[config.mk]
export PLATFORM = sky130hd
export DESIGN_NAME = row_bit_field_packer_core
export DESIGN_NICKNAME = d
export VERILOG_FILES = /design/src/rbfp_pkg.sv /design/src/rbfp_ram.sv /design/src/rbfp_ctrl.sv /design/src/rbfp_datapath.sv /design/src/row_bit_field_packer_core.sv
export SDC_FILE = /design/constraint.sdc
export NUM_CORES = 1
export LEC_CHECK = 0
export BUFFER_PORTS_ARGS = -buffer_cell sky130_fd_sc_hd__buf_2
export CORE_MARGIN = 2
export CORE_UTILIZATION = 49
export DETAILED_ROUTE_END_ITERATION = 10
export HOLD_SLACK_MARGIN = 0.06
export PLACE_DENSITY_LB_ADDON = 0.12
export SYNTH_ARGS = -nofsm -noshare
export SYNTH_HDL_FRONTEND = slang
export SYNTH_SLANG_ARGS = --single-unit
[constraint.sdc]
create_clock -name clk -period 19.5 [get_ports clk]
set_input_delay 1.95 -clock clk [delete_from_list [all_inputs] [get_ports clk]]
set_output_delay 1.95 -clock clk [all_outputs]
set_load 0.005 [all_outputs]
[src/rbfp_pkg.sv]
// ----------------------------------------------------------------------------
// rbfp_pkg: shared types and constants for the row bit field packer
// Payload structs, attribute kind codes, controller states and the
// command and status groups between controller and datapath.
// ----------------------------------------------------------------------------
package rbfp_pkg;

  // default geometry of a row
  localparam int ITEM_BITS_DEF = 32;
  localparam int MAX_ITEMS_DEF = 64;

  // field widths
  localparam int KIND_W   = 3;
  localparam int REQ_W    = 7;
  localparam int PTR_W    = 7;
  localparam int OFF_W    = 11;
  localparam int WIDTH_W  = 7;

  // width limits
  localparam logic [REQ_W-1:0] REQ_MAX       = 7'd64;
  localparam logic [PTR_W-1:0] PTR_MIN       = 7'd32;
  localparam logic [PTR_W-1:0] PTR_MAX       = 7'd64;
  localparam logic [PTR_W-1:0] PTR_RESET     = 7'd64;
  localparam logic [REQ_W-1:0] WIDE_BITS     = 7'd64;
  localparam logic [REQ_W-1:0] BOOL_BITS     = 7'd1;

  // attribute kind codes
  localparam logic [KIND_W-1:0] KIND_SIZED    = 3'd0;
  localparam logic [KIND_W-1:0] KIND_BOOL     = 3'd1;
  localparam logic [KIND_W-1:0] KIND_WIDE     = 3'd2;
  localparam logic [KIND_W-1:0] KIND_POINTER  = 3'd3;
  localparam logic [KIND_W-1:0] KIND_COLUMNAR = 3'd4;
  localparam logic [KIND_W-1:0] KIND_BLOB     = 3'd5;

  typedef struct packed {
    logic [KIND_W-1:0] attr_kind;
    logic [REQ_W-1:0]  requested_bits;
    logic              dynamic;
  } rbfp_in_t;

  typedef struct packed {
    logic [OFF_W-1:0]   bit_offset;
    logic [WIDTH_W-1:0] bit_width;
    logic               dynamic_out;
    logic               pointer_slot;
    logic               store_full;
  } rbfp_out_t;

  // placement class of a captured request
  typedef enum logic [1:0] {
    CLS_NONE,
    CLS_BIG,
    CLS_SMALL
  } rbfp_cls_t;

  typedef enum logic [2:0] {
    S_IDLE,
    S_DECODE,
    S_FILL,
    S_SCAN,
    S_EMIT
  } rbfp_state_t;

  // controller to datapath
  typedef struct packed {
    logic capture;
    logic res_none;
    logic res_full;
    logic big_start;
    logic fill_step;
    logic scan_start;
    logic scan_step;
    logic place_found;
    logic place_append;
    logic out_load;
  } rbfp_cmd_t;

  // datapath to controller
  typedef struct packed {
    rbfp_cls_t cls;
    logic      big_full;
    logic      count_zero;
    logic      fill_last;
    logic      fit;
    logic      scan_last;
    logic      count_at_max;
    logic      out_free;
  } rbfp_status_t;

endpackage

[src/rbfp_ram.sv]
// ----------------------------------------------------------------------------
// rbfp_ram: generic simple dual-port RAM
// One write port and one read port with registered read data.
// ----------------------------------------------------------------------------
module rbfp_ram #(
  parameter int WIDTH = 8,
  parameter int DEPTH = 64
) (
  input  logic                     clk,
  input  logic                     wr_en,
  input  logic [$clog2(DEPTH)-1:0] wr_addr,
  input  logic [WIDTH-1:0]         wr_data,
  input  logic                     rd_en,
  input  logic [$clog2(DEPTH)-1:0] rd_addr,
  output logic [WIDTH-1:0]         rd_data
);

  logic [WIDTH-1:0] mem [DEPTH];

  // write port
  always_ff @(posedge clk) begin
    if (wr_en) begin
      mem[wr_addr] <= wr_data;
    end
  end

  // registered read port
  always_ff @(posedge clk) begin
    if (rd_en) begin
      rd_data <= mem[rd_addr];
    end
  end

endmodule

[src/rbfp_ctrl.sv]
// ----------------------------------------------------------------------------
// rbfp_ctrl: sequencer of the row bit field packer
// Walks each request through decode, item fill or first-fit scan, and
// hands the result to the output register.
// ----------------------------------------------------------------------------
module rbfp_ctrl (
  input  logic                   clk,
  input  logic                   rst,
  input  logic                   in_valid,
  output logic                   in_ready,
  input  rbfp_pkg::rbfp_status_t status,
  output rbfp_pkg::rbfp_cmd_t    cmd
);

  import rbfp_pkg::*;

  rbfp_state_t state, state_next;

  // state register
  always_ff @(posedge clk) begin
    if (rst) begin
      state <= S_IDLE;
    end else begin
      state <= state_next;
    end
  end

  // next state and commands
  always_comb begin
    state_next = state;
    cmd        = '0;
    in_ready   = 1'b0;
    case (state)
      S_IDLE: begin
        in_ready = 1'b1;
        if (in_valid) begin
          cmd.capture = 1'b1;
          state_next  = S_DECODE;
        end
      end
      S_DECODE: begin
        case (status.cls)
          CLS_BIG: begin
            if (status.big_full) begin
              cmd.res_full = 1'b1;
              state_next   = S_EMIT;
            end else begin
              cmd.big_start = 1'b1;
              state_next    = S_FILL;
            end
          end
          CLS_SMALL: begin
            if (status.count_zero) begin
              cmd.place_append = 1'b1;
              state_next       = S_EMIT;
            end else begin
              cmd.scan_start = 1'b1;
              state_next     = S_SCAN;
            end
          end
          default: begin
            cmd.res_none = 1'b1;
            state_next   = S_EMIT;
          end
        endcase
      end
      S_FILL: begin
        cmd.fill_step = 1'b1;
        if (status.fill_last) begin
          state_next = S_EMIT;
        end
      end
      S_SCAN: begin
        if (status.fit) begin
          cmd.place_found = 1'b1;
          state_next      = S_EMIT;
        end else if (status.scan_last) begin
          if (status.count_at_max) begin
            cmd.res_full = 1'b1;
          end else begin
            cmd.place_append = 1'b1;
          end
          state_next = S_EMIT;
        end else begin
          cmd.scan_step = 1'b1;
        end
      end
      S_EMIT: begin
        if (status.out_free) begin
          cmd.out_load = 1'b1;
          state_next   = S_IDLE;
        end
      end
      default: begin
        state_next = S_IDLE;
      end
    endcase
  end

  // the captured request must keep its class while it is being placed
  a_fill_is_big: assert property (@(posedge clk) disable iff (rst)
    (state == S_FILL) |-> (status.cls == CLS_BIG))
    else $error("fill running for a request that is not whole-item");

  a_scan_is_small: assert property (@(posedge clk) disable iff (rst)
    (state == S_SCAN) |-> (status.cls == CLS_SMALL))
    else $error("scan running for a request that is not sub-item");

endmodule

[src/rbfp_datapath.sv]
// ----------------------------------------------------------------------------
// rbfp_datapath: storage and arithmetic of the row bit field packer
// Holds the pointer width register, the used-bits RAM, the item count,
// the scan and fill counters, the pending result and the output register.
// ----------------------------------------------------------------------------
module rbfp_datapath #(
  parameter int ITEM_BITS = rbfp_pkg::ITEM_BITS_DEF,
  parameter int MAX_ITEMS = rbfp_pkg::MAX_ITEMS_DEF
) (
  input  logic                         clk,
  input  logic                         rst,
  input  logic                         cfg_wr_en,
  input  logic [rbfp_pkg::PTR_W-1:0]   cfg_wr_data,
  input  rbfp_pkg::rbfp_in_t           in_data,
  output logic                         out_valid,
  input  logic                         out_ready,
  output rbfp_pkg::rbfp_out_t          out_data,
  input  rbfp_pkg::rbfp_cmd_t          cmd,
  output rbfp_pkg::rbfp_status_t       status
);

  import rbfp_pkg::*;

  localparam int UB_W   = $clog2(ITEM_BITS + 1);
  localparam int IDX_W  = $clog2(MAX_ITEMS);
  localparam int CNT_W  = $clog2(MAX_ITEMS + 1);
  localparam int N_MAX  = (64 + ITEM_BITS - 1) / ITEM_BITS;
  localparam int N_W    = $clog2(N_MAX + 1);
  localparam int SUM_W  = ((CNT_W > N_W) ? CNT_W : N_W) + 1;
  localparam int PW     = ((CNT_W + 7) > OFF_W) ? (CNT_W + 7) : OFF_W;

  logic [PTR_W-1:0]   pointer_bits;
  rbfp_in_t           cap;
  logic [CNT_W-1:0]   item_count;
  logic [IDX_W-1:0]   scan_idx;
  logic [N_W-1:0]     fill_j;

  logic [OFF_W-1:0]   res_offset;
  logic [WIDTH_W-1:0] res_width;
  logic               res_slot;
  logic               res_full;

  logic [REQ_W-1:0]   req_sat;
  logic [REQ_W-1:0]   sized_bits;
  logic [PTR_W-1:0]   ptr_sat;
  logic [REQ_W-1:0]   bits;
  logic [WIDTH_W-1:0] none_width;
  rbfp_cls_t          cls;
  logic               is_pointer;
  logic [N_W-1:0]     n_items;
  logic [SUM_W-1:0]   count_plus_n;
  logic [PW-1:0]      cnt_prod;
  logic [PW-1:0]      idx_prod;

  logic               ram_wr_en;
  logic [IDX_W-1:0]   ram_wr_addr;
  logic [UB_W-1:0]    ram_wr_data;
  logic               ram_rd_en;
  logic [IDX_W-1:0]   ram_rd_addr;
  logic [UB_W-1:0]    ram_rd_data;

  // pointer width register
  always_ff @(posedge clk) begin
    if (rst) begin
      pointer_bits <= PTR_RESET;
    end else if (cfg_wr_en) begin
      pointer_bits <= cfg_wr_data;
    end
  end

  // request capture
  always_ff @(posedge clk) begin
    if (cmd.capture) begin
      cap <= in_data;
    end
  end

  // width decode from the captured request
  always_comb begin
    req_sat    = (cap.requested_bits > REQ_MAX) ? REQ_MAX : cap.requested_bits;
    sized_bits = (req_sat == '0) ? REQ_W'(ITEM_BITS) : req_sat;
    if (pointer_bits < PTR_MIN) begin
      ptr_sat = PTR_MIN;
    end else if (pointer_bits > PTR_MAX) begin
      ptr_sat = PTR_MAX;
    end else begin
      ptr_sat = pointer_bits;
    end
    bits       = sized_bits;
    none_width = '0;
    cls        = CLS_NONE;
    case (cap.attr_kind)
      KIND_BOOL:     bits = BOOL_BITS;
      KIND_WIDE:     bits = WIDE_BITS;
      KIND_POINTER:  bits = ptr_sat;
      KIND_COLUMNAR: none_width = sized_bits;
      default:       bits = sized_bits;
    endcase
    if (cap.attr_kind inside {KIND_SIZED, KIND_BOOL, KIND_WIDE, KIND_POINTER}) begin
      cls = ({1'b0, bits} >= 8'(ITEM_BITS)) ? CLS_BIG : CLS_SMALL;
    end
  end

  assign is_pointer   = (cap.attr_kind == KIND_POINTER);
  assign n_items      = N_W'((8'(bits) + 8'(ITEM_BITS - 1)) / ITEM_BITS);
  assign count_plus_n = SUM_W'(item_count) + SUM_W'(n_items);
  assign cnt_prod     = PW'(item_count) * PW'(ITEM_BITS);
  assign idx_prod     = PW'(scan_idx) * PW'(ITEM_BITS);

  // status toward the controller
  assign status.cls          = cls;
  assign status.big_full     = (count_plus_n > SUM_W'(MAX_ITEMS));
  assign status.count_zero   = (item_count == '0);
  assign status.fill_last    = (fill_j == n_items - N_W'(1));
  assign status.fit          = (8'(ram_rd_data) + 8'(bits) <= 8'(ITEM_BITS));
  assign status.scan_last    = (CNT_W'(scan_idx) + CNT_W'(1) == item_count);
  assign status.count_at_max = (item_count == CNT_W'(MAX_ITEMS));
  assign status.out_free     = !out_valid || out_ready;

  // item count
  always_ff @(posedge clk) begin
    if (rst) begin
      item_count <= '0;
    end else if (cmd.fill_step && status.fill_last) begin
      item_count <= CNT_W'(count_plus_n);
    end else if (cmd.place_append) begin
      item_count <= item_count + CNT_W'(1);
    end
  end

  // scan index and fill counter
  always_ff @(posedge clk) begin
    if (cmd.scan_start || cmd.scan_step) begin
      scan_idx <= ram_rd_addr;
    end
    if (cmd.big_start) begin
      fill_j <= '0;
    end else if (cmd.fill_step) begin
      fill_j <= fill_j + N_W'(1);
    end
  end

  // used-bits RAM ports
  always_comb begin
    ram_wr_en   = cmd.fill_step || cmd.place_found || cmd.place_append;
    ram_wr_addr = IDX_W'(item_count);
    ram_wr_data = UB_W'(bits);
    if (cmd.fill_step) begin
      ram_wr_addr = IDX_W'(SUM_W'(item_count) + SUM_W'(fill_j));
      ram_wr_data = UB_W'(ITEM_BITS);
    end else if (cmd.place_found) begin
      ram_wr_addr = scan_idx;
      ram_wr_data = ram_rd_data + UB_W'(bits);
    end
    ram_rd_en   = cmd.scan_start || cmd.scan_step;
    ram_rd_addr = cmd.scan_start ? '0 : scan_idx + IDX_W'(1);
  end

  rbfp_ram #(
    .WIDTH (UB_W),
    .DEPTH (MAX_ITEMS)
  ) u_used_ram (
    .clk     (clk),
    .wr_en   (ram_wr_en),
    .wr_addr (ram_wr_addr),
    .wr_data (ram_wr_data),
    .rd_en   (ram_rd_en),
    .rd_addr (ram_rd_addr),
    .rd_data (ram_rd_data)
  );

  // pending result
  always_ff @(posedge clk) begin
    if (cmd.res_none) begin
      res_offset <= '0;
      res_width  <= none_width;
      res_slot   <= 1'b0;
      res_full   <= 1'b0;
    end else if (cmd.res_full) begin
      res_offset <= '0;
      res_width  <= '0;
      res_slot   <= 1'b0;
      res_full   <= 1'b1;
    end else if (cmd.big_start || cmd.place_append) begin
      res_offset <= OFF_W'(cnt_prod);
      res_width  <= bits;
      res_slot   <= is_pointer;
      res_full   <= 1'b0;
    end else if (cmd.place_found) begin
      res_offset <= OFF_W'(idx_prod + PW'(ram_rd_data));
      res_width  <= bits;
      res_slot   <= is_pointer;
      res_full   <= 1'b0;
    end
  end

  // output register
  always_ff @(posedge clk) begin
    if (rst) begin
      out_valid <= 1'b0;
    end else if (cmd.out_load) begin
      out_valid <= 1'b1;
    end else if (out_ready) begin
      out_valid <= 1'b0;
    end
  end

  always_ff @(posedge clk) begin
    if (cmd.out_load) begin
      out_data.bit_offset   <= res_offset;
      out_data.bit_width    <= res_width;
      out_data.dynamic_out  <= cap.dynamic;
      out_data.pointer_slot <= res_slot;
      out_data.store_full   <= res_full;
    end
  end

  a_count_bound: assert property (@(posedge clk) disable iff (rst)
    item_count <= CNT_W'(MAX_ITEMS))
    else $error("item count beyond store depth");

  a_full_result_empty: assert property (@(posedge clk) disable iff (rst)
    (out_valid && out_data.store_full) |->
      (out_data.bit_offset == '0 && out_data.bit_width == '0 && !out_data.pointer_slot))
    else $error("full result carries an allocation");

  a_scan_in_range: assert property (@(posedge clk) disable iff (rst)
    cmd.scan_step |-> (CNT_W'(scan_idx) + CNT_W'(1) < item_count))
    else $error("scan stepped past the last item in use");

endmodule

[src/row_bit_field_packer_core.sv]
// ----------------------------------------------------------------------------
// row_bit_field_packer_core: first-fit bit field placement in a row
// Assigns each attribute request a bit offset and width within a row of
// ITEM_BITS-wide items and tracks the used bits of every item.
// ----------------------------------------------------------------------------
// Usage:
//  - in_valid/in_ready carry one attribute request, out_valid/out_ready one
//    placement result. One request is in flight at a time; in_ready is high
//    while the sequencer is idle, and the result sits in an output register
//    so the next request is taken while the receiver still holds it.
//  - cfg_wr_en/cfg_wr_data write the pointer width; write only when idle.
//  - Columnar, blob and unknown kinds, store-full whole-item requests and a
//    sub-item request into an empty row go from decode straight to the
//    result; a whole-item request fills its n items in turn, and a sub-item
//    request scans the used-bits RAM, one entry per cycle, until an item
//    has room or the last item in use is reached. The scan through that RAM
//    port sets the rate.
//  - A new request can be taken in the cycle after the result is loaded.
//  - Reset clears the item count and sets the pointer width to 64. The RAM
//    is not cleared; only entries below the item count are ever read.
//  - If the receiver stalls with a result still held, the next result waits
//    in the sequencer until the output register frees, and no request is
//    taken meanwhile.
module row_bit_field_packer_core #(
  parameter int ITEM_BITS = rbfp_pkg::ITEM_BITS_DEF,
  parameter int MAX_ITEMS = rbfp_pkg::MAX_ITEMS_DEF
) (
  input  logic                       clk,
  input  logic                       rst,
  input  logic                       cfg_wr_en,
  input  logic [rbfp_pkg::PTR_W-1:0] cfg_wr_data,
  input  logic                       in_valid,
  output logic                       in_ready,
  input  rbfp_pkg::rbfp_in_t         in_data,
  output logic                       out_valid,
  input  logic                       out_ready,
  output rbfp_pkg::rbfp_out_t        out_data
);

  import rbfp_pkg::*;

  rbfp_cmd_t    cmd;
  rbfp_status_t status;

  // sequencer
  rbfp_ctrl u_ctrl (
    .clk      (clk),
    .rst      (rst),
    .in_valid (in_valid),
    .in_ready (in_ready),
    .status   (status),
    .cmd      (cmd)
  );

  // storage and arithmetic
  rbfp_datapath #(
    .ITEM_BITS (ITEM_BITS),
    .MAX_ITEMS (MAX_ITEMS)
  ) u_datapath (
    .clk         (clk),
    .rst         (rst),
    .cfg_wr_en   (cfg_wr_en),
    .cfg_wr_data (cfg_wr_data),
    .in_data     (in_data),
    .out_valid   (out_valid),
    .out_ready   (out_ready),
    .out_data    (out_data),
    .cmd         (cmd),
    .status      (status)
  );

endmodule

### Word level (Yosys, flattened, before mapping)

Memories as Yosys holds them, arrays and structs flattened. A register that Yosys moved wholly into a read port is not among the register bits.
Index checks and enable logic that the tools add are counted.

| storage, ports and cells | value |
|---|---|
| bits in registers | 78 |
| memories kept | 1 |
| ROM bits | 0 |
| bits in latches | 0 |
| bits in writable memories | 384 |

Memory list:

| name | depth | bits a word | read ports | clocked after memory_dff | write ports | line | text |
|---|---|---|---|---|---|---|---|
| u_datapath.u_used_ram.mem | 64 | 6 | 1 | 1 | 1 | rbfp_ram.sv:18 | `logic [WIDTH-1:0] mem [DEPTH];` |

| operators by class | value |
|---|---|
| magnitude comparators | 6 |
| div/mod/pow operators | 0 |
| reductions and logical operators | 21 |
| equality and inequality tests | 17 |
| shifts and indexed selects | 0 |
| bitwise gates (word level) | 0 |
| $add $sub $neg | 11 |
| mux-type cells | 68 |
| multiply operators | 0 |

Operator list:

| cell | count |
|---|---|
| 7-bit two-way mux | 11 |
| 1-bit two-way mux | 34 |
| 6-bit two-way mux | 5 |
| 11-bit two-way mux | 2 |
| 3-bit two-way mux | 7 |
| 7-bit one-hot mux with 3 select lines | 1 |
| 3-bit one-hot mux with 5 select lines | 1 |
| 7-bit > comparator (second input constant) | 2 |
| 7-bit logical NOT | 2 |
| 3-bit by 2-bit == test with 1-bit output (second input constant) | 4 |
| 11-bit by 6-bit adder with 11-bit output | 1 |
| 6-bit by 7-bit adder with 8-bit output | 1 |
| 7-bit by 2-bit adder with 8-bit output | 1 |
| 8-bit by 7-bit > comparator with 1-bit output (second input constant) | 1 |
| 8-bit by 6-bit <= comparator with 1-bit output (second input constant) | 1 |
| 2-bit two-way mux | 4 |
| 4-bit nonzero test | 2 |
| 6-bit by 1-bit adder with 7-bit output (second input constant) | 1 |
| 7-bit by 1-bit adder with 7-bit output (second input constant) | 1 |
| 7-bit by 5-bit adder with 7-bit output (second input constant) | 1 |
| 7-bit == test | 1 |
| 7-bit == test (second input constant) | 1 |
| 7-bit by 6-bit greater-or-equal comparator with 1-bit output (second input constant) | 1 |
| 7-bit by 6-bit < comparator with 1-bit output (second input constant) | 1 |
| 24 further kinds | 36 |

### Longest topological paths before layout

Gate-level depths: netlist (run 1).

| depth | value |
|---|---|
| word-level depth | 15 |
| mapped depth | 17 |
| mapped depth without buffers | 16 |

### By module

A second synthesis (run 1) with hierarchy kept.

| second synthesis, totals | value |
|---|---|
| cell total of the unflattened synthesis | 1154 |
| area total of the unflattened synthesis | 19656.4 µm² |

Modules (own cells, without submodules):

| module | area each (µm²) | cells each | times used |
|---|---|---|---|
| rbfp_ram | 15285.9 | 720 | 1 |
| rbfp_datapath | 4027.6 | 390 | 1 |
| rbfp_ctrl | 342.8 | 44 | 1 |

### Worst setup path before layout (run 1)

Ideal clock, no wire load.

| timing | value |
|---|---|
| path type | reg-to-reg |
| start point | register u_datapath.cap[10] in the netlist's numbering |
| end point | memory u_datapath.u_used_ram.mem[0][2] in the netlist's numbering (data pin) |
| arrival | 6.433 ns |
| slack | 12.346 ns |
| setup time | 0.721 ns |
| cell stages (with the launch flop) | 14 |
| data required time | 18.779 ns |
| path through | edfxtp_1 > nor2b_1 > and4b_1 > a22o_1 > fa_1 > or4_1 > o311a_1 > or4b_1 > buf_2 > nand2_2 > buf_6 > buf_2 > nor2_1 > a211oi_1 |

| on the way | value |
|---|---|
| word-level cells in the longest chain between the ends | 8 |
| elaborated cells between the ends (all ways) | 11 |

RTL lines:

| item | line | text |
|---|---|---|
| from (decl) | rbfp_datapath.sv:33 | `rbfp_in_t cap;` |
| from (signal assigned) | rbfp_datapath.sv:74 | `cap <= in_data;` |
| 3-bit by 2-bit == test with 1-bit output / 3-bit by 1-bit == test with 1-bit output (equally long branches) | rbfp_datapath.sv:92 | `case (cap.attr_kind)` |
| 7-bit one-hot mux with 3 select lines * | rbfp_datapath.sv:92 |  |
| 6-bit by 7-bit adder with 8-bit output | rbfp_datapath.sv:115 | `assign status.fit = (8'(ram_rd_data) + 8'(bits) <= 8'(ITEM_BITS));` |
| 8-bit by 6-bit <= comparator with 1-bit output | rbfp_datapath.sv:115 |  |
| 1-bit two-way mux | rbfp_ctrl.sv:74 | `if (status.fit) begin` |
| 2-bit two-way mux | rbfp_ctrl.sv:33 | `case (state)` |
| 6-bit two-way mux * | rbfp_datapath.sv:151 | `end else if (cmd.place_found) begin` |
| 6-bit two-way mux * | rbfp_datapath.sv:148 | `if (cmd.fill_step) begin` |
| net u_datapath.ram_wr_data[2] | rbfp_datapath.sv:57 | `logic [UB_W-1:0] ram_wr_data;` |
| to (decl) | rbfp_ram.sv:18 |  |

Mark *: on every way through the listed nets, which the timed path passes. The rest lies on a longest branch.

### Worst setup path after layout (run 1)

| timing | value |
|---|---|
| start point | register u_datapath.cap[10] in the netlist's numbering |
| end point | memory u_datapath.u_used_ram.mem[51][4] in the netlist's numbering, enable pin |

| on the way | value |
|---|---|
| word-level cells in the longest chain between the ends | 11 |
| elaborated cells between the ends (all ways) | 23 |

RTL lines:

| item |
|---|
| parallel branches: the longest is 11 deep, another holds 6-bit by 7-bit adder with 8-bit output |

Parallel ways; which one is timed is not known.

==> out/metrics.yaml, run 1 <==
chipWidth_microns: 208
max_cap_violations: 0
postSynth.asyncResetShare_pct: 0
reg2reg_setup_slack_ps: 12800
synth_enable_flop_cells: 435
cts_repair_resize_count: 0
grt_first_pass_wirelength_mm: 87.3
timing.setup.tns_ps: 0
req_time_crit_path_ps: 19720
place.detailed.hpwl_mm: 37.5
clkSlewWorstSetupHoldPaths_ps: 60
layout-area-overhead-vs-synth_pct: 12.2
pin_count_of_the_biggest_net_entering_global_routing: 65
worst_slack_ps: 12800
synth.area.top_cells: "edfxtp_1 (64%), mux2i_1 (3.8%), dfxtp_1 (3.2%)"
max_freq_mhz: 149
final_common_cell: "edfxtp_1"
highest_delay_cell_along_the_critical_path: "mux2i_1"
cellLeakagePower_nw: 7.67
worst_skew_pair.late_latency_ps: 610
count_of_final_max_slew_check_failures: 0
post_cts_buffers: 0
timing.final.crit_share_pct: 34.4
clock_tree.buffer_depth: 3
critPathMaxFanout: 22
rr_startpoint: "u_datapath.cap[10]"
placementRows: 74
totalWireLength_mm: 59.6
tritoncts: "yes"
finalWeightedCongestion: 0.879
timing.critical_path.to_type: "register"
floorplan.die_area_sq_um: 43300
fin_crit_ps: 6700
syn-cell-area_sq_um: 20400
htreeDepth: 2
top_ff_cell_synth: "edfxtp_1"
layout.cells.most_common_list: "edfxtp_1 (435), nor2_1 (135), nand2_1 (88)"
drt_pass1_iterations: 8
cell_taking_the_most_area_after_synthesis: "edfxtp_1"
dr.first_iter.drc_count: 1663
cts-root-buf: "clkbuf_16"
fraction_of_layout_cells_with_a_size_suffix_above_1_pct: 15.2
hold_path_class: "reg2reg"
placement.setup.worst_slack_ps: 13050
outcome: "finished, final reports clean"
whs_ps: 417
power.total_w: 0.00239
route.detailed.drc: 0
power-per-cell-area_nw_per_um2: 104
grt_remaining_overflow: 0
slew_headroom_pct: 8.66
cell_chain_critical_path: "nor2b_1 -> and4b_1 -> a22o_1 -> fa_1 -> or4_1 -> o311a_1 -> or4b_1 -> nand2_2 -> mux2i_1 -> nand4_1 -> nor2_1"
routed_wire_length_per_instance_microns: 28.6
hold_depth: 0
timing.critical_path.from_type: "register"
netlist-cell-type-count: 97
yosysTopAreaCellShare_pct: 64.0
hold_end: "u_datapath.out_data[3]"
num-nets-final: 1550
synthesis.instances: 1463
crit_family: "simple AND/OR/NAND/NOR gates"
finish.utilization_pct: 55.8
report.final.hold_viol_count: 0
critical-path-max-stage-delay_ps: 1140
critical_path_class: "reg2reg"
start_util_pct: 49.8
final_antenna_net_count: 0
crit-reg2reg-capture: "u_datapath.u_used_ram.mem[51][4]"
setup_viol_count_final: 0
gr-usage-all-layers_pct: 27.5
critical_path.n_buffers_inverters: 0
antenna_cells_inserted: 0
clock_sink_count: 468
synthesis.nets: 1504
holdBufCountCts: 0
max-vdd-ir-drop_v: 0.0000736
hold_start: "u_datapath.res_width[0]"
numCtsBuffers: 49
worst_pin_slew_ps: 1330
io_buffer_count: 45
placeableCoreArea_sq_um: 41000
largest_clock_skew_in_the_final_design_ps: 34.9
number_of_global_route_vias_before_repair: 12900
rsz0062_at_grt: "false"
synth.yosys.warnings: 0
nFillCells: 3292
ios: 46
vias_per_cell: 6.44
worst_r2r_path_depth: 11
synth_area_per_cell_sq_um: 14.0
grt_antenna_before_repair: 0
die_y_microns: 208
yosys_register_bits: 468
yosysSeqAreaShare_pct: 67.2
critical_path_arrival_ps: 6920
vias: 13400
## metal layers
| layer | wire length (microns) | GRT usage, % | up-vias |
|---|---|---|---|
| li1 | - | - | 5824 |
| met1 | 24000 | 38.1 | 6702 |
| met2 | 27200 | 42.5 | 731 |
| met3 | 5620 | 5.36 | 143 |
| met4 | 2760 | 12.3 | 0 |
| met5 | 0 | 0 | - |
## Yosys cell counts (22+ instances only)
| master | instances |
|---|---|
| edfxtp_1 | 435 |
| nor2_1 | 136 |
| nand2_1 | 88 |
| mux2i_1 | 78 |
| a21oi_1 | 73 |
| o21ai_0 | 53 |
| clkbuf_1 | 45 |
| nand3_1 | 40 |
| dfxtp_1 | 33 |
| o22ai_1 | 31 |
| nor3_1 | 29 |
| o221ai_1 | 22 |
## layout make-up
class	count	area (sq um)	share of cell area [%]
well taps	532	666	2.91
clock buffers	60	1290	5.63
clock inverters	31	323	1.41
flip-flops and latches	468	13700	59.9
inverters	16	60.1	0.262
repair buffers	77	465	2.03
multi-input cells	897	6380	27.9
## worst reg2reg max path, delay by kind of cell (launching register included)
family	cells	cell delay [ps]
adder cells (fa/ha/maj)	1	480
flip-flops	1	490
AO/OA/AOI/OAI	2	640
multiplexers	1	1150
AND/OR/NAND/NOR	7	3570
## through the flow
stage          area (sq um)  std cells
5_1_grt               22900       2081
3_3_place_gp          21300       1990
3_5_place_dp          21300       1990
2_1_floorplan         20400       1463
6_report              22900       2081
4_1_cts               22900       2081
## worst max-delay path by stage
stage                     depth (start not counted)  slack (ps)          startpoint                               end
after global routing                             11       12540  u_datapath.cap[10]  u_datapath.u_used_ram.mem[36][1]
after global placement                           11       13240  u_datapath.cap[10]  u_datapath.u_used_ram.mem[54][1]
after CTS                                        11       13010  u_datapath.cap[10]  u_datapath.u_used_ram.mem[36][3]
after detailed placement                         12       13050  u_datapath.cap[10]  u_datapath.u_used_ram.mem[36][0]
after floorplan                                  13       12350  u_datapath.cap[10]   u_datapath.u_used_ram.mem[0][2]
final                                            11       12800  u_datapath.cap[10]  u_datapath.u_used_ram.mem[51][4]
## kinds of logic (layout without fill, tap and decap cells)
group	after synthesis	in the layout	synth area share, %
compound gates	323	323	11.2
xor+xnor	25	25	1.21
fa+ha+maj	18	18	1.21
buf+inv	98	184	2.06
flops	468	468	67.2
mux	120	120	7.09
simple gates	411	411	9.95
## state kept, by name (all words and copies together), names as in the netlist
signal / cells
u_datapath.res_slot: 1
u_datapath.out_data: 21
u_datapath.res_full: 1
u_datapath.u_used_ram.mem: 384
u_datapath.out_valid: 1
u_datapath.cap: 11
u_datapath.res_width: 7
u_datapath.pointer_bits: 7
u_datapath.res_offset: 11
u_datapath.scan_idx: 6
u_datapath.fill_j: 2
u_datapath.item_count: 7
u_ctrl.state: 3
u_datapath.u_used_ram.rd_data: 6
## power breakdown
group          leakage [nW]  internal [W]  switching [W]
logic                  2.62     0.0000752       0.000191
clock network         0.797      0.000551       0.000392
registers              4.25       0.00116      0.0000185
(Power assumes the default switching activity.)
==> run 2: changes to the inputs <==
ABC_AREA = 1   (was not set)
clock period = 7 ns   (was 19.5 ns; I/O delays follow)
==> run 2 against run 1 <==
Compared with the run above:
- sequential power grew to 2.9 times the previous value
- clock-buffer cell count is 1 higher
- critical endpoint is now u_datapath.u_used_ram.mem[21][5]
- critical path type unchanged
- worst hold slack worse by 130 ps
- synthesized area is 5.9% higher
==> out/metrics.yaml, run 2 <==
top_ff_cell_synth: "edfxtp_1"
vias_per_cell: 5.63  # -13%
placementRows: 76  # +2.7%
syn-cell-area_sq_um: 21600  # +5.9%
whs_ps: 282  # -135 ps
grt_first_pass_wirelength_mm: 86.0  # -1.5%
layout-area-overhead-vs-synth_pct: 11.0
layout.cells.most_common_list: "edfxtp_1 (435), nand3_1 (410), nand2_1 (283)"
power-per-cell-area_nw_per_um2: 327  # +210%
htreeDepth: 2  # unchanged
placeableCoreArea_sq_um: 43300  # +5.5%
clock_sink_count: 468  # unchanged
rsz0062_at_grt: "false"
outcome: "finished, final reports clean"
synth_enable_flop_cells: 435  # unchanged
count_of_final_max_slew_check_failures: 0  # unchanged
yosysSeqAreaShare_pct: 63.5  # -3.7 points
yosys_register_bits: 468  # unchanged
synth_area_per_cell_sq_um: 10.5  # -24%
fin_crit_ps: 5550  # -1160 ps
clock_tree.buffer_depth: 3  # unchanged
number_of_global_route_vias_before_repair: 14300  # +11%
critPathMaxFanout: 29  # +32%
hold_path_class: "in2reg"
chipWidth_microns: 214  # +2.8%
worst_pin_slew_ps: 1160  # -174 ps
layout_top_registers: "u_datapath.u_used_ram.mem x384, u_datapath.out_data x21"
yosys-top-cells-count: "edfxtp_1 (435), nand3_1 (410), nand2_1 (286)"
cts_repair_resize_count: 0  # unchanged
route.detailed.drc: 0  # unchanged
timing.final.crit_share_pct: 79.2  # +45 points
cellLeakagePower_nw: 9.33  # +22%
highest_delay_cell_along_the_critical_path: "nand3_2"
max_freq_mhz: 180  # +21%
clkSlewWorstSetupHoldPaths_ps: 60  # about the same
gr-usage-all-layers_pct: 24.6  # -2.9 points
worst_skew_pair.late_latency_ps: 610  # about the same
timing.setup.tns_ps: 0  # unchanged
holdBufCountCts: 0  # unchanged
cpMostUsedCell: "nand2_1"
dr.first_iter.drc_count: 1501  # -9.7%
timing.critical_path.to_type: "register"
largest_register: "u_datapath.u_used_ram.mem"
numCtsBuffers: 49  # unchanged
pin_count_of_the_biggest_net_entering_global_routing: 128  # +97%
fraction_of_layout_cells_with_a_size_suffix_above_1_pct: 11.5  # -3.7 points
place.detailed.hpwl_mm: 35.5  # -5.5%
critical_path_arrival_ps: 5770  # -1150 ps
num-nets-final: 2099  # +35%
post_cts_buffers: 0  # unchanged
cell_taking_the_most_area_after_synthesis: "edfxtp_1"
netlist-cell-type-count: 47  # -52%
yosys.cell_count.top_type: "edfxtp_1"
synthesis.instances: 2050  # +40%
placement.setup.worst_slack_ps: 1540  # -11,520 ps
largest_register_ffs: 384  # unchanged
die_y_microns: 214  # +2.8%
power.total_w: 0.00784  # +230%
totalWireLength_mm: 56.6  # -5.1%
postSynth.asyncResetShare_pct: 0  # unchanged
grt_remaining_overflow: 0  # unchanged
grt_antenna_before_repair: 0  # unchanged
finalWeightedCongestion: 0.877  # -0.31%
cts-root-buf: "clkbuf_16"
report.final.hold_viol_count: 0  # unchanged
floorplan.die_area_sq_um: 45800  # +5.7%
drt_pass1_iterations: 5  # -3
worst_slack_ps: 1450  # -11,340 ps
timing.critical_path.from_type: "register"
largest_clock_skew_in_the_final_design_ps: 27.7  # -7.19 ps
ios: 46  # unchanged
setup_viol_count_final: 0  # unchanged
max-vdd-ir-drop_v: 0.000177  # +140%
io_buffer_count: 45  # unchanged
synth.area.top_cells: "edfxtp_1 (60%), nand3_1 (9.5%), nand2_1 (5.0%)"
final_antenna_net_count: 0  # unchanged
start_util_pct: 49.9  # +0.17 points
final_common_cell: "edfxtp_1"
cell_chain_critical_path: "nand2_1 -> nor2_1 -> nand2_1 -> nor2_1 -> o21ai_1 -> inv_1 -> ha_1 -> fa_1 -> nand2_1 -> nand2_1 -> nand2_1 -> nand2_1 -> nand2_1 -> a21boi_0 -> or2_1 -> a21oi_2 -> nand3_2 -> inv_2 -> nand2_1 -> nand3_1 -> nand2_2 -> nor2_2 -> nand3_2 -> nor2_1"
yosysTopAreaCellShare_pct: 60.5  # -3.5 points
antenna_cells_inserted: 0  # unchanged
slew_headroom_pct: 22.7  # +14 points
req_time_crit_path_ps: 7220  # -12,500 ps
critical_path_class: "reg2reg"
routed_wire_length_per_instance_microns: 21.1  # -26%
tritoncts: "yes"
synth.yosys.warnings: 0  # unchanged
critical-path-max-stage-delay_ps: 600  # -540 ps
max_cap_violations: 0  # unchanged
synthesis.nets: 2091  # +39%
vias: 15100  # +13%
run 2: changes by cell type in the layout (fill, tap and decap cells not counted), moves of 19 or more:
cell | before | now
a21oi_1 | 71 | 31
inv_1 | 13 | 272
mux2_2 | 21 | 0
mux2i_1 | 78 | 0
nand2_1 | 88 | 283
nand3_1 | 40 | 410
nand3b_1 | 0 | 87
nor3_1 | 29 | 8
o2111ai_1 | 4 | 42
o21ai_0 | 53 | 34
o221ai_1 | 22 | 0
o22ai_1 | 31 | 9
or2_2 | 6 | 46
run 2: routing by layer:
layer  routed length [microns]  GRT usage [%]  up-vias
met1                     25200           35.6     7327
met4                      1620           7.72        0
met3                      4020           3.88       96
met5                         0              0        -
li1                          -              -     7083
met2                     25700           38.3      569
run 2: worst max-delay path, delay by kind of cell (launching register included):
family	cells	cell delay, ps
AND/OR/NAND/NOR	17	2760
adder cells (fa/ha/maj)	2	680
buffers and inverters	2	670
AO/OA/AOI/OAI	3	600
flip-flops	1	450
run 2: stage by stage:
step	utilization, %	area (sq um)	cells
4_1_cts	55.4	24000	2678
6_report	55.4	24000	2678
3_5_place_dp	51.7	22400	2592
3_3_place_gp	51.7	22400	2592
5_1_grt	55.4	24000	2678
2_1_floorplan	-	21600	2050
run 2: logic make-up after synthesis:
family,share of synthesized area [%]
AO/OA/AOI/OAI,4.25
XOR/XNOR,1.01
adder cells (fa/ha/maj),1.15
buffers and inverters,7.19
flip-flops,63.5
AND/OR/NAND/NOR,22.9
run 2: report_power, final:
group	switching (W)	total [W]	leakage [nW]	internal (W)
sequential	0.0000862	0.00348	4.26	0.00340
clock	0.00106	0.00259	0.775	0.00153
combinational	0.00133	0.00176	4.30	0.000433
run 2: path summary, 6_finish.rpt:
path                           start                                to  slack, ps  cells past startpoint
max                u_datapath.cap[9]  u_datapath.u_used_ram.mem[21][5]       1450                     24
min                       in_data[0]                 u_datapath.cap[0]        280                      1
max reg2reg        u_datapath.cap[9]  u_datapath.u_used_ram.mem[21][5]       1450                     24
min reg2reg  u_datapath.res_width[3]            u_datapath.out_data[6]        420                      0
run 2: layout make-up:
cell class                 count  area, sq um
multi-input combinational   1189         6430
fill                        3736        19300
timing repair buffer          66          433
tap                          585          732
clock buffer                  61         1290
sequential                   468        13700
clock inverter                25          298
inverter                     284         1070
==> run 3: changes to the inputs <==
clock period = 4.65 ns   (was 7 ns; I/O delays follow)
==> run 3 against run 2 <==
Compared with the run above:
- sequential power rose by 51%
- clock-buffer cell count is 3 higher
- die area unchanged
- design area is 4.5% higher
- worst hold slack worse by 180 ps
- register-to-register slack worse by 1200 ps
- fmax rose by 26%
- largest power group unchanged
==> out/metrics.yaml, run 3 (same netlist as run 2, synthesis figures left out) <==
timing.critical_path.to_type: "register"
dp_cell_count: 2664  # +2.8%
route.detailed.drc: 0  # unchanged
placementRows: 76  # unchanged
num-nets-final: 2188  # +4.2%
critical-path-max-stage-delay_ps: 450  # -150 ps
vias: 15500  # +2.9%
setup_viol_count_final: 0  # unchanged
tritoncts: "yes"
hold_path_class: "in2reg"
worst_skew_pair.late_latency_ps: 600  # about the same
htreeDepth: 2  # unchanged
rr_startpoint: "u_datapath.cap[9]"
crit_family: "simple AND/OR/NAND/NOR gates"
layoutNonFillerInstCount: 2774  # +3.6%
start_util_pct: 49.9  # unchanged
hold_start: "cfg_wr_data[6]"
rsz0062_at_grt: "true"
place.detailed.hpwl_mm: 35.6  # +0.31%
totalWireLength_mm: 57.1  # +0.94%
layout.cells.most_common_list: "edfxtp_1 (435), nand3_1 (409), nand2_1 (279)"
drt_pass1_iterations: 7  # +2
fraction_of_layout_cells_with_a_size_suffix_above_1_pct: 16.2  # +4.8 points
timing.final.crit_share_pct: 94.9  # +16 points
count_of_final_max_slew_check_failures: 0  # unchanged
highest_delay_cell_along_the_critical_path: "edfxtp_1"
layout-area-overhead-vs-synth_pct: 16.0
nFillCells: 3631  # -2.8%
dr.first_iter.drc_count: 1510  # +0.60%
io_buffer_count: 45  # unchanged
grt_antenna_before_repair: 0  # unchanged
cts-root-buf: "clkbuf_16"
layout_top_registers: "u_datapath.u_used_ram.mem x384, u_datapath.out_data x21"
finish.utilization_pct: 57.9  # +2.5 points
grt_remaining_overflow: 0  # unchanged
outcome: "finished, final reports clean"
chipWidth_microns: 214  # unchanged
worst_pin_slew_ps: 1190  # +30.1 ps
grt_first_pass_wirelength_mm: 88.0  # +2.4%
clock_tree.buffer_depth: 3  # unchanged
max_cap_violations: 0  # unchanged
max_freq_mhz: 227  # +26%
timing.critical_path.from_type: "register"
final_antenna_net_count: 0  # unchanged
pin_count_of_the_biggest_net_entering_global_routing: 126  # -1.6%
numCtsBuffers: 51  # +4.1%
die_y_microns: 214  # unchanged
ff_latch_area_sq_um: 13700  # unchanged
max-vdd-ir-drop_v: 0.000292  # +65%
final_common_cell: "edfxtp_1"
largest_clock_skew_in_the_final_design_ps: 25.8  # -1.88 ps
critical_path_class: "reg2reg"
largest_register: "u_datapath.u_used_ram.mem"
clkSlewWorstSetupHoldPaths_ps: 60  # about the same
fin_crit_ps: 4410  # -1130 ps
critical_path_arrival_ps: 4720  # -1050 ps
number_of_global_route_vias_before_repair: 15100  # +5.5%
gr-usage-all-layers_pct: 24.9  # +0.29 points
req_time_crit_path_ps: 4950  # -2270 ps
placeableCoreArea_sq_um: 43300  # unchanged
critPathMaxFanout: 6  # -79%
largest_register_ffs: 384  # unchanged
vias_per_cell: 5.59  # -0.69%
routed_wire_length_per_instance_microns: 20.6  # -2.6%
multiInputGateArea_sq_um: 6690  # +3.9%
critical_path.n_buffers_inverters: 4  # +2
antenna_cells_inserted: 0  # unchanged
cpMostUsedCell: "nand2_1"
slew_headroom_pct: 20.8  # -1.9 points
cellLeakagePower_nw: 9.86  # +5.7%
floorplan.die_area_sq_um: 45800  # unchanged
critical_path.startpoint: "u_datapath.cap[9]"
power-per-cell-area_nw_per_um2: 485  # +48%
report.final.hold_viol_count: 0  # unchanged
ios: 46  # unchanged
finalWeightedCongestion: 0.895  # +2.1%
clock_sink_count: 468  # unchanged
run 3: worst min-delay path: cells and delay by family:
family,cells,cell delay [ps]
buffers and inverters,1,80
AOI/OAI and AO/OA,2,120
run 3: per-layer routing:
metal	global-route usage (%)	vias to the layer above	wire length, microns
li1	-	7272	-
met3	3.89	90	3760
met1	35.7	7616	25600
met4	8.00	0	1580
met5	0	-	0
met2	39.1	529	26100
run 3: path summary, 6_finish.rpt:
check	cells after the start	slack, ps	to
worst max register to register	26	240	u_datapath.u_used_ram.mem[6][4]
worst min register to register	0	420	u_datapath.out_data[9]
worst max-delay path	26	240	u_datapath.u_used_ram.mem[6][4]
worst min-delay path	3	100	u_datapath.pointer_bits[6]
run 3: area by class of cell:
| class | instances | area share, % |
|---|---|---|
| Timing Repair Buffer | 152 | 4.61 |
| Multi-Input combinational cell | 1190 | 26.7 |
| Clock inverter | 31 | 1.28 |
| Clock buffer | 64 | 5.49 |
| Tap cell | 585 | 2.92 |
| Sequential cell | 468 | 54.8 |
| Inverter | 284 | 4.27 |
run 3: timing repair:
action | in CTS | in global routing
setup endpoints to repair | 0 | 491
hold buffers | 11 | 0
buffers inserted | 0 | 3
endpoints found under the hold margin | 11 | 0
resized for setup | 0 | 56
run 3: per-stage QoR:
stage	power (W)	area, sq um	hold WS, ps	TNS, ps	setup WS, ps
after floorplan	0.00694	21600	400	-156040	-590
after global placement	0.00800	23000	405	0	189
after detailed placement	0.00802	23000	406	0	110
after CTS	0.0121	24800	77.9	0	70.3
after global routing	0.0127	25100	97.3	-1040	-135
final	0.0122	25100	104	0	235
run 3: power by group:
group,internal [W],switching [W]
Combinational,0.000776,0.00206
Clock,0.00243,0.00165
Sequential,0.00511,0.000130
Total,0.00832,0.00384
